### src/bcle_pkg.sv
// Shared types, constants and helper function of the block-cyclic local extent block.
package bcle_pkg;

  localparam int GRID_W     = 13;
  localparam int MAT_W      = 20;
  localparam int BLK_W      = 16;
  localparam int COORD_W    = 13;
  localparam int OUT_W      = 21;
  localparam int DVD_W      = COORD_W - 1;
  localparam int MOD_STEPS  = 3;
  localparam int MOD_STAGES = DVD_W / MOD_STEPS;
  localparam int ADDR_W     = 5;
  localparam int DATA_W     = 32;

  typedef struct packed {
    logic [GRID_W-1:0] grid_rows;
    logic [GRID_W-1:0] grid_cols;
    logic [MAT_W-1:0]  matrix_rows;
    logic [MAT_W-1:0]  matrix_cols;
    logic [BLK_W-1:0]  block_rows;
    logic [BLK_W-1:0]  block_cols;
  } cfg_regs_t;

  // per-dimension constants derived from the config registers
  typedef struct packed {
    logic [GRID_W-1:0] p;
    logic [BLK_W-1:0]  b;
    logic [MAT_W-1:0]  base;
    logic [GRID_W-1:0] extra;
    logic [BLK_W-1:0]  rem;
  } dim_cfg_t;

  typedef struct packed {
    logic [DVD_W-1:0] part;
    logic [DVD_W-1:0] dvd;
  } mod_lane_t;

  typedef struct packed {
    mod_lane_t row;
    mod_lane_t col;
    logic      neg;
  } mod_word_t;

  // one restoring step of coord mod p
  function automatic mod_lane_t mod_step(mod_lane_t x, logic [GRID_W-1:0] p);
    logic [DVD_W:0] sh;
    logic [DVD_W:0] diff;
    mod_lane_t      y;
    sh    = {x.part, x.dvd[DVD_W-1]};
    diff  = sh - (DVD_W+1)'(p);
    y.dvd = {x.dvd[DVD_W-2:0], 1'b0};
    if (sh >= (DVD_W+1)'(p)) begin
      y.part = diff[DVD_W-1:0];
    end else begin
      y.part = sh[DVD_W-1:0];
    end
    return y;
  endfunction

endpackage

### src/bcle_cfg.sv
// APB register file holding grid, matrix and block sizes.
module bcle_cfg (
  input  logic                         clk,
  input  logic                         rst,
  input  logic                         psel,
  input  logic                         penable,
  input  logic                         pwrite,
  input  logic [bcle_pkg::ADDR_W-1:0]  paddr,
  input  logic [bcle_pkg::DATA_W-1:0]  pwdata,
  output logic [bcle_pkg::DATA_W-1:0]  prdata,
  output bcle_pkg::cfg_regs_t          regs,
  output logic                         wr
);

  localparam logic [2:0] REG_GRID_ROWS   = 3'd0;
  localparam logic [2:0] REG_GRID_COLS   = 3'd1;
  localparam logic [2:0] REG_MATRIX_ROWS = 3'd2;
  localparam logic [2:0] REG_MATRIX_COLS = 3'd3;
  localparam logic [2:0] REG_BLOCK_ROWS  = 3'd4;
  localparam logic [2:0] REG_BLOCK_COLS  = 3'd5;

  logic [2:0] idx;

  assign idx = paddr[4:2];
  assign wr  = psel & penable & pwrite;

  always_ff @(posedge clk) begin
    if (rst) begin
      regs.grid_rows   <= bcle_pkg::GRID_W'(1);
      regs.grid_cols   <= bcle_pkg::GRID_W'(1);
      regs.matrix_rows <= '0;
      regs.matrix_cols <= '0;
      regs.block_rows  <= bcle_pkg::BLK_W'(1);
      regs.block_cols  <= bcle_pkg::BLK_W'(1);
    end else if (wr) begin
      unique case (idx)
        REG_GRID_ROWS:   regs.grid_rows   <= pwdata[bcle_pkg::GRID_W-1:0];
        REG_GRID_COLS:   regs.grid_cols   <= pwdata[bcle_pkg::GRID_W-1:0];
        REG_MATRIX_ROWS: regs.matrix_rows <= pwdata[bcle_pkg::MAT_W-1:0];
        REG_MATRIX_COLS: regs.matrix_cols <= pwdata[bcle_pkg::MAT_W-1:0];
        REG_BLOCK_ROWS:  regs.block_rows  <= pwdata[bcle_pkg::BLK_W-1:0];
        REG_BLOCK_COLS:  regs.block_cols  <= pwdata[bcle_pkg::BLK_W-1:0];
        default: ;
      endcase
    end
  end

  always_comb begin
    unique case (idx)
      REG_GRID_ROWS:   prdata = bcle_pkg::DATA_W'(regs.grid_rows);
      REG_GRID_COLS:   prdata = bcle_pkg::DATA_W'(regs.grid_cols);
      REG_MATRIX_ROWS: prdata = bcle_pkg::DATA_W'(regs.matrix_rows);
      REG_MATRIX_COLS: prdata = bcle_pkg::DATA_W'(regs.matrix_cols);
      REG_BLOCK_ROWS:  prdata = bcle_pkg::DATA_W'(regs.block_rows);
      REG_BLOCK_COLS:  prdata = bcle_pkg::DATA_W'(regs.block_cols);
      default:         prdata = '0;
    endcase
  end

endmodule

### src/bcle_prep.sv
// Sequencer that derives per-dimension block counts with a shared serial divider.
module bcle_prep (
  input  logic                 clk,
  input  logic                 rst,
  input  logic                 wr,
  input  bcle_pkg::cfg_regs_t  regs,
  output bcle_pkg::dim_cfg_t   rows_cfg,
  output bcle_pkg::dim_cfg_t   cols_cfg,
  output logic                 busy
);

  localparam int MAT_W = bcle_pkg::MAT_W;
  localparam int BLK_W = bcle_pkg::BLK_W;
  localparam int GRID_W = bcle_pkg::GRID_W;
  localparam int CNT_W = $clog2(MAT_W);

  typedef enum logic [2:0] {S_IDLE, S_LOAD, S_DIV_NB, S_DIV_BP, S_MUL} state_t;

  state_t             state;
  logic               dim;
  logic [CNT_W-1:0]   cnt;
  logic [MAT_W-1:0]   quo;
  logic [BLK_W-1:0]   rmd;
  logic [MAT_W-1:0]   base  [2];
  logic [GRID_W-1:0]  extra [2];
  logic [BLK_W-1:0]   rem   [2];

  logic [GRID_W-1:0]  p_eff [2];
  logic [BLK_W-1:0]   b_eff [2];
  logic [MAT_W-1:0]   n_sel;
  logic [BLK_W-1:0]   div;
  logic [BLK_W:0]     sh;
  logic [BLK_W:0]     diff;
  logic               ge;
  logic [BLK_W-1:0]   rmd_next;
  logic [MAT_W-1:0]   quo_next;
  logic [MAT_W+BLK_W-1:0] prod;
  logic               last;

  always_comb begin
    p_eff[0] = (regs.grid_rows == '0) ? GRID_W'(1) : regs.grid_rows;
    p_eff[1] = (regs.grid_cols == '0) ? GRID_W'(1) : regs.grid_cols;
    b_eff[0] = (regs.block_rows == '0) ? BLK_W'(1) : regs.block_rows;
    b_eff[1] = (regs.block_cols == '0) ? BLK_W'(1) : regs.block_cols;
    n_sel    = dim ? regs.matrix_cols : regs.matrix_rows;
    div      = (state == S_DIV_BP) ? BLK_W'(p_eff[dim]) : b_eff[dim];
    sh       = {rmd, quo[MAT_W-1]};
    diff     = sh - {1'b0, div};
    ge       = (sh >= {1'b0, div});
    rmd_next = ge ? diff[BLK_W-1:0] : sh[BLK_W-1:0];
    quo_next = {quo[MAT_W-2:0], ge};
    prod     = quo * b_eff[dim];
    last     = (cnt == CNT_W'(MAT_W - 1));
  end

  always_ff @(posedge clk) begin
    if (rst) begin
      state    <= S_IDLE;
      dim      <= 1'b0;
      cnt      <= '0;
      base[0]  <= '0;
      base[1]  <= '0;
      extra[0] <= '0;
      extra[1] <= '0;
      rem[0]   <= '0;
      rem[1]   <= '0;
    end else if (wr) begin
      state <= S_LOAD;
      dim   <= 1'b0;
    end else begin
      unique case (state)
        S_IDLE: ;
        S_LOAD: begin
          quo   <= n_sel;
          rmd   <= '0;
          cnt   <= '0;
          state <= S_DIV_NB;
        end
        S_DIV_NB: begin
          quo <= quo_next;
          if (last) begin
            rem[dim] <= rmd_next;
            rmd      <= '0;
            cnt      <= '0;
            state    <= S_DIV_BP;
          end else begin
            rmd <= rmd_next;
            cnt <= cnt + 1'b1;
          end
        end
        S_DIV_BP: begin
          quo <= quo_next;
          rmd <= rmd_next;
          cnt <= cnt + 1'b1;
          if (last) begin
            extra[dim] <= rmd_next[GRID_W-1:0];
            state      <= S_MUL;
          end
        end
        S_MUL: begin
          base[dim] <= prod[MAT_W-1:0];
          if (!dim) begin
            dim   <= 1'b1;
            state <= S_LOAD;
          end else begin
            state <= S_IDLE;
          end
        end
        default: state <= S_IDLE;
      endcase
    end
  end

  assign busy = (state != S_IDLE);

  assign rows_cfg = '{p: p_eff[0], b: b_eff[0], base: base[0], extra: extra[0], rem: rem[0]};
  assign cols_cfg = '{p: p_eff[1], b: b_eff[1], base: base[1], extra: extra[1], rem: rem[1]};

endmodule

### src/bcle_modstage.sv
// One pipeline stage of the coordinate modulo, MOD_STEPS restoring steps per lane.
module bcle_modstage (
  input  logic                         clk,
  input  logic                         rst,
  input  logic                         in_valid,
  output logic                         in_ready,
  input  bcle_pkg::mod_word_t          in_word,
  output logic                         out_valid,
  input  logic                         out_ready,
  output bcle_pkg::mod_word_t          out_word,
  input  logic [bcle_pkg::GRID_W-1:0]  p_rows,
  input  logic [bcle_pkg::GRID_W-1:0]  p_cols
);

  logic                valid;
  bcle_pkg::mod_word_t word;
  bcle_pkg::mod_word_t word_next;

  always_comb begin
    word_next = in_word;
    for (int i = 0; i < bcle_pkg::MOD_STEPS; i++) begin
      word_next.row = bcle_pkg::mod_step(word_next.row, p_rows);
      word_next.col = bcle_pkg::mod_step(word_next.col, p_cols);
    end
  end

  assign in_ready = !valid || out_ready;

  always_ff @(posedge clk) begin
    if (rst) begin
      valid <= 1'b0;
    end else if (in_ready) begin
      valid <= in_valid;
    end
  end

  always_ff @(posedge clk) begin
    if (in_ready && in_valid) begin
      word <= word_next;
    end
  end

  assign out_valid = valid;
  assign out_word  = word;

endmodule

### src/bcle_pipe.sv
// Item pipeline: modulo stages followed by the count select and output register.
module bcle_pipe (
  input  logic                                clk,
  input  logic                                rst,
  input  logic                                in_valid,
  output logic                                in_ready,
  input  logic signed [bcle_pkg::COORD_W-1:0] row_coord,
  input  logic signed [bcle_pkg::COORD_W-1:0] col_coord,
  input  bcle_pkg::dim_cfg_t                  rows_cfg,
  input  bcle_pkg::dim_cfg_t                  cols_cfg,
  output logic                                out_valid,
  input  logic                                out_ready,
  output logic signed [bcle_pkg::OUT_W-1:0]   local_rows,
  output logic signed [bcle_pkg::OUT_W-1:0]   local_cols
);

  localparam int N = bcle_pkg::MOD_STAGES;
  localparam int OUT_W = bcle_pkg::OUT_W;
  localparam int DVD_W = bcle_pkg::DVD_W;

  logic                 v     [N+1];
  logic                 rdy   [N+1];
  bcle_pkg::mod_word_t  w     [N+1];

  logic                 valid;
  logic                 last_ready;
  logic [OUT_W-1:0]     rows_next;
  logic [OUT_W-1:0]     cols_next;

  function automatic logic [OUT_W-1:0] pick(logic [DVD_W-1:0] d, bcle_pkg::dim_cfg_t c);
    logic [bcle_pkg::BLK_W-1:0] add;
    if (bcle_pkg::GRID_W'(d) < c.extra) begin
      add = c.b;
    end else if (bcle_pkg::GRID_W'(d) == c.extra) begin
      add = c.rem;
    end else begin
      add = '0;
    end
    return OUT_W'(c.base) + OUT_W'(add);
  endfunction

  assign v[0]     = in_valid;
  assign in_ready = rdy[0];
  assign w[0].row = '{part: '0, dvd: row_coord[DVD_W-1:0]};
  assign w[0].col = '{part: '0, dvd: col_coord[DVD_W-1:0]};
  assign w[0].neg = row_coord[bcle_pkg::COORD_W-1] | col_coord[bcle_pkg::COORD_W-1];

  for (genvar k = 0; k < N; k++) begin : g_stage
    bcle_modstage u_stage (
      .clk       (clk),
      .rst       (rst),
      .in_valid  (v[k]),
      .in_ready  (rdy[k]),
      .in_word   (w[k]),
      .out_valid (v[k+1]),
      .out_ready (rdy[k+1]),
      .out_word  (w[k+1]),
      .p_rows    (rows_cfg.p),
      .p_cols    (cols_cfg.p)
    );
  end

  assign last_ready = !valid || out_ready;
  assign rdy[N]     = last_ready;

  always_comb begin
    rows_next = w[N].neg ? '1 : pick(w[N].row.part, rows_cfg);
    cols_next = w[N].neg ? '1 : pick(w[N].col.part, cols_cfg);
  end

  always_ff @(posedge clk) begin
    if (rst) begin
      valid <= 1'b0;
    end else if (last_ready) begin
      valid <= v[N];
    end
  end

  always_ff @(posedge clk) begin
    if (last_ready && v[N]) begin
      local_rows <= rows_next;
      local_cols <= cols_next;
    end
  end

  assign out_valid = valid;

endmodule

### src/block_cyclic_local_extent_top.sv
// Top level of the block-cyclic local extent block.
//
// Input channel (in_valid/in_ready) takes one word of process coordinates,
// row_coord and col_coord. Output channel (out_valid/out_ready) returns one
// word with local_rows and local_cols, the rows and columns that process owns;
// both read -1 if either coordinate is negative.
// Grid, matrix and block sizes sit in APB registers at byte address 4*i.
// A word accepted on in_ready passes through four modulo stages of three
// restoring steps each, the first loaded at the accepting edge, and then
// through the output register before it shows on out_valid.
// Throughput: one word per cycle while out_ready is high and no config pass runs.
// Each config write starts a pass of the serial divider that
// derives block counts for rows, then columns; in_ready is low during it.
// Reset clears all valid bits and loads the register defaults with their
// derived counts, so no pass runs after reset.
// A stalled receiver holds the output word; each stage keeps its word and
// the pipeline fills up before in_ready drops.
module block_cyclic_local_extent_top (
  input  logic                                clk,
  input  logic                                rst,
  input  logic                                psel,
  input  logic                                penable,
  input  logic                                pwrite,
  input  logic [bcle_pkg::ADDR_W-1:0]         paddr,
  input  logic [bcle_pkg::DATA_W-1:0]         pwdata,
  output logic [bcle_pkg::DATA_W-1:0]         prdata,
  output logic                                pready,
  input  logic                                in_valid,
  output logic                                in_ready,
  input  logic signed [bcle_pkg::COORD_W-1:0] row_coord,
  input  logic signed [bcle_pkg::COORD_W-1:0] col_coord,
  output logic                                out_valid,
  input  logic                                out_ready,
  output logic signed [bcle_pkg::OUT_W-1:0]   local_rows,
  output logic signed [bcle_pkg::OUT_W-1:0]   local_cols
);

  bcle_pkg::cfg_regs_t regs;
  bcle_pkg::dim_cfg_t  rows_cfg;
  bcle_pkg::dim_cfg_t  cols_cfg;
  logic                cfg_wr;
  logic                busy;
  logic                pipe_ready;
  logic                gate;

  assign pready   = 1'b1;
  assign gate     = !busy && !cfg_wr;
  assign in_ready = pipe_ready && gate;

  bcle_cfg u_cfg (
    .clk     (clk),
    .rst     (rst),
    .psel    (psel),
    .penable (penable),
    .pwrite  (pwrite),
    .paddr   (paddr),
    .pwdata  (pwdata),
    .prdata  (prdata),
    .regs    (regs),
    .wr      (cfg_wr)
  );

  bcle_prep u_prep (
    .clk      (clk),
    .rst      (rst),
    .wr       (cfg_wr),
    .regs     (regs),
    .rows_cfg (rows_cfg),
    .cols_cfg (cols_cfg),
    .busy     (busy)
  );

  bcle_pipe u_pipe (
    .clk        (clk),
    .rst        (rst),
    .in_valid   (in_valid && gate),
    .in_ready   (pipe_ready),
    .row_coord  (row_coord),
    .col_coord  (col_coord),
    .rows_cfg   (rows_cfg),
    .cols_cfg   (cols_cfg),
    .out_valid  (out_valid),
    .out_ready  (out_ready),
    .local_rows (local_rows),
    .local_cols (local_cols)
  );

  a_wr_starts_pass: assert property (@(posedge clk) disable iff (rst)
    cfg_wr |=> busy)
    else $error("config write did not start the derive pass");

  a_extra_range: assert property (@(posedge clk) disable iff (rst)
    !busy |-> (rows_cfg.extra < rows_cfg.p) && (cols_cfg.extra < cols_cfg.p))
    else $error("derived extra block count out of range");

  a_rem_range: assert property (@(posedge clk) disable iff (rst)
    !busy |-> (rows_cfg.rem < rows_cfg.b) && (cols_cfg.rem < cols_cfg.b))
    else $error("derived partial block size out of range");

  a_neg_both: assert property (@(posedge clk) disable iff (rst)
    (out_valid && local_rows[bcle_pkg::OUT_W-1]) |-> (local_cols == '1))
    else $error("negative marker on one count only");

endmodule

### config.mk
export PLATFORM = sky130hd
export DESIGN_NAME = block_cyclic_local_extent_top
export DESIGN_NICKNAME = d
export VERILOG_FILES = /design/src/bcle_pkg.sv /design/src/bcle_cfg.sv /design/src/bcle_prep.sv /design/src/bcle_modstage.sv /design/src/bcle_pipe.sv /design/src/block_cyclic_local_extent_top.sv
export SDC_FILE = /design/constraint.sdc
export NUM_CORES = 2
export LEC_CHECK = 0
export BUFFER_PORTS_ARGS = -buffer_cell sky130_fd_sc_hd__buf_2
export CAP_MARGIN = 25
export CORE_MARGIN = 5
export CORE_UTILIZATION = 47
export DETAILED_ROUTE_END_ITERATION = 10
export PLACE_DENSITY = 0.71
export RECOVER_POWER = 50
export SLEW_MARGIN = 0
export SYNTH_ARGS = -nofsm -noshare
export SYNTH_HDL_FRONTEND = slang
export SYNTH_HIERARCHICAL = 1
export SYNTH_SLANG_ARGS = --single-unit
### constraint.sdc
create_clock -name clk -period 15 [get_ports clk]
set_clock_uncertainty 0.1 [all_clocks]
set_input_delay 0.75 -clock clk [delete_from_list [all_inputs] [get_ports clk]]
set_output_delay 0.75 -clock clk [all_outputs]
set_load 0.02 [all_outputs]
==> impl_metrics.tcl <==
set metrics [dict create \
    max-cap-violations 5 \
    hold_viol_final 0 \
    cts_tree "built" \
    relSlewSlack -0.975 \
    drv_slew 259 \
    cts_max_level 2 \
    die_y_um 315 \
    die_x_um 315 \
    max_freq_mhz 104 \
    ant_nets 0 \
    instances_no_fill 6044 \
    hold_path.class "input port to flop" \
    slowest_stage "clkbuf_1" \
    wl_met1_um 49700 \
    cts_root_buf "clkbuf_16" \
    grt_setup_unrepaired "no" \
    start_util 0.475 \
    highest_layer "met5" \
    critPathKind "flop to flop" \
    grt_max_degree 74 \
    grt_overflow_total 0 \
    cts_sinks 424 \
    cts_buffer_depth 3 \
    syn_inst 4678 \
    required_ps 15250 \
    drc 0 \
    setup_violations 0 \
    nets 5427 \
    holdWs_ps 196 \
    endpoint_kind "flop" \
    yosys_warnings 6 \
    violations "capacitance limit, slew limit" \
    r2r_slack_ps 5400 \
    die_area_um2 99100 \
    ios 147 \
    finalCritPeriodShare 0.640 \
    drive_gt1_frac 0.109 \
    core_um2 91900 \
    io_buffers 119 \
    cp.arrival_ps 9850 \
    wl_per_cell_um 18.7 \
    postCtsSetupBuffers 0 \
    outcome "finished with violations" \
    antenna_found_initial 6 \
    met3_length_um 6040 \
    vias_per_cell 5.64 \
    max_stage_delay_ps 2070 \
    wl_met2_um 53600 \
    cts_resized 0 \
    drt_iter0_markers 2610 \
    drt_pass1_iterations 6 \
    syn_area_um2 43700 \
    period_needed_ps 9600 \
    tns_ps 0 \
    gp_congestion 0.891 \
    critPathMaxFanout 35 \
    cts_buffers 52 \
    grtUsageTotal 0.221 \
    path_cells "clkbuf_1 > mux2_2 > and2_1 > fa_1 > inv_1 > fa_1 > fa_1 > fa_1 > inv_1 > fa_1 > inv_1 > fa_1 > inv_1 > ha_1 > a21o_1 > a21o_1 > a21oi_1 > o21ai_0 > o41ai_1 > xnor2_1 > nor2b_1" \
    first_global_vias 33400 \
    start_kind "flop" \
    cts-hold-fix-buffers 0 \
    vias 34100 \
    worst_pin_slew_ps 2960 \
    clock_latency_ps 630 \
    grt_pass1_wl_um 177000 \
    dp.cells 5938 \
    hpwl_um 86300 \
    crit_top_cell "fa_1" \
    core.rowCount 111 \
    syn2layout_area_growth_pct 8.00 \
    syn_area_per_cell_um2 9.34 \
    wirelength_um 113000 \
    cts.clk_slew.worst_paths_ps 60 \
]
layout make-up:
cell class	instances	area, µm²
tap	1243	1560
fill	8484	44800
clock inverter	29	384
inverter	445	1670
clock buffer	69	1460
multi-input combinational	3676	29700
sequential	424	11600
timing repair buffer	157	813
antenna	1	2.50
metal layers:
metal | global-route usage | vias to the layer above
met3 | 0.0254 | 191
met1 | 0.292 | 16400
met2 | 0.379 | 910
met4 | 0.0734 | 4
met5 | 0 | -
li1 | - | 16600
cell usage in the layout, fill, tap and decap left out, drive strengths merged, types with 104 or more instances in the layout:
cell type,count
a21o,125
a21oi,209
and2,105
clkbuf,125
dfxtp,112
edfxtp,312
fa,163
ha,438
inv,452
mux2,246
mux2i,228
nand2,382
nand2b,170
nor2,328
o21ai,223
xnor2,170
xor2,104
critical path: cells and delay by family, from the launching register on:
kind	cells	cell delay [ps]
xor gates and xnor gates	1	280
buffers and inverters	5	2280
and+or+nand+nor	2	460
muxes	1	650
adders and majority gates	7	3440
AOI/OAI and AO/OA	5	1080
DFF	1	1020
worst paths after layout:
check | depth (start not counted) | end | from
hold / removal | 1 | u_pipe/g_stage[0].u_stage/out_word[9] | col_coord[5]
setup / recovery | 21 | u_prep/base[0][19] | u_prep/dim
hold reg to reg | 0 | u_pipe/g_stage[1].u_stage/out_word[7] | u_pipe/g_stage[0].u_stage/out_word[4]
setup reg to reg | 21 | u_prep/base[0][19] | u_prep/dim
through the flow:
step	worst slack, ps	area, µm²	util
final	5400	47200	0.513
after global routing	5020	47200	0.513
after CTS	6320	47200	0.513
after detailed placement	6350	45400	0.493
after global placement	6600	45400	0.493
after floorplan	7830	43900	-
sequential cells by signal (all words and copies together) (netlist names), 16 cells and up:
| register | cells |
|---|---|
| u_cfg/regs | 98 |
| u_prep/extra | 26 |
| u_prep/quo | 20 |
| u_pipe/local_rows | 21 |
| u_prep/rem | 32 |
| u_pipe/g_stage.u_stage/out_word | 136 |
| u_prep/base | 40 |
| u_pipe/local_cols | 21 |
| u_prep/rmd | 16 |
Power is left out: the tool's default activity adds up to more than one toggle a clock period on the data nets, which glitch-free logic cannot reach.
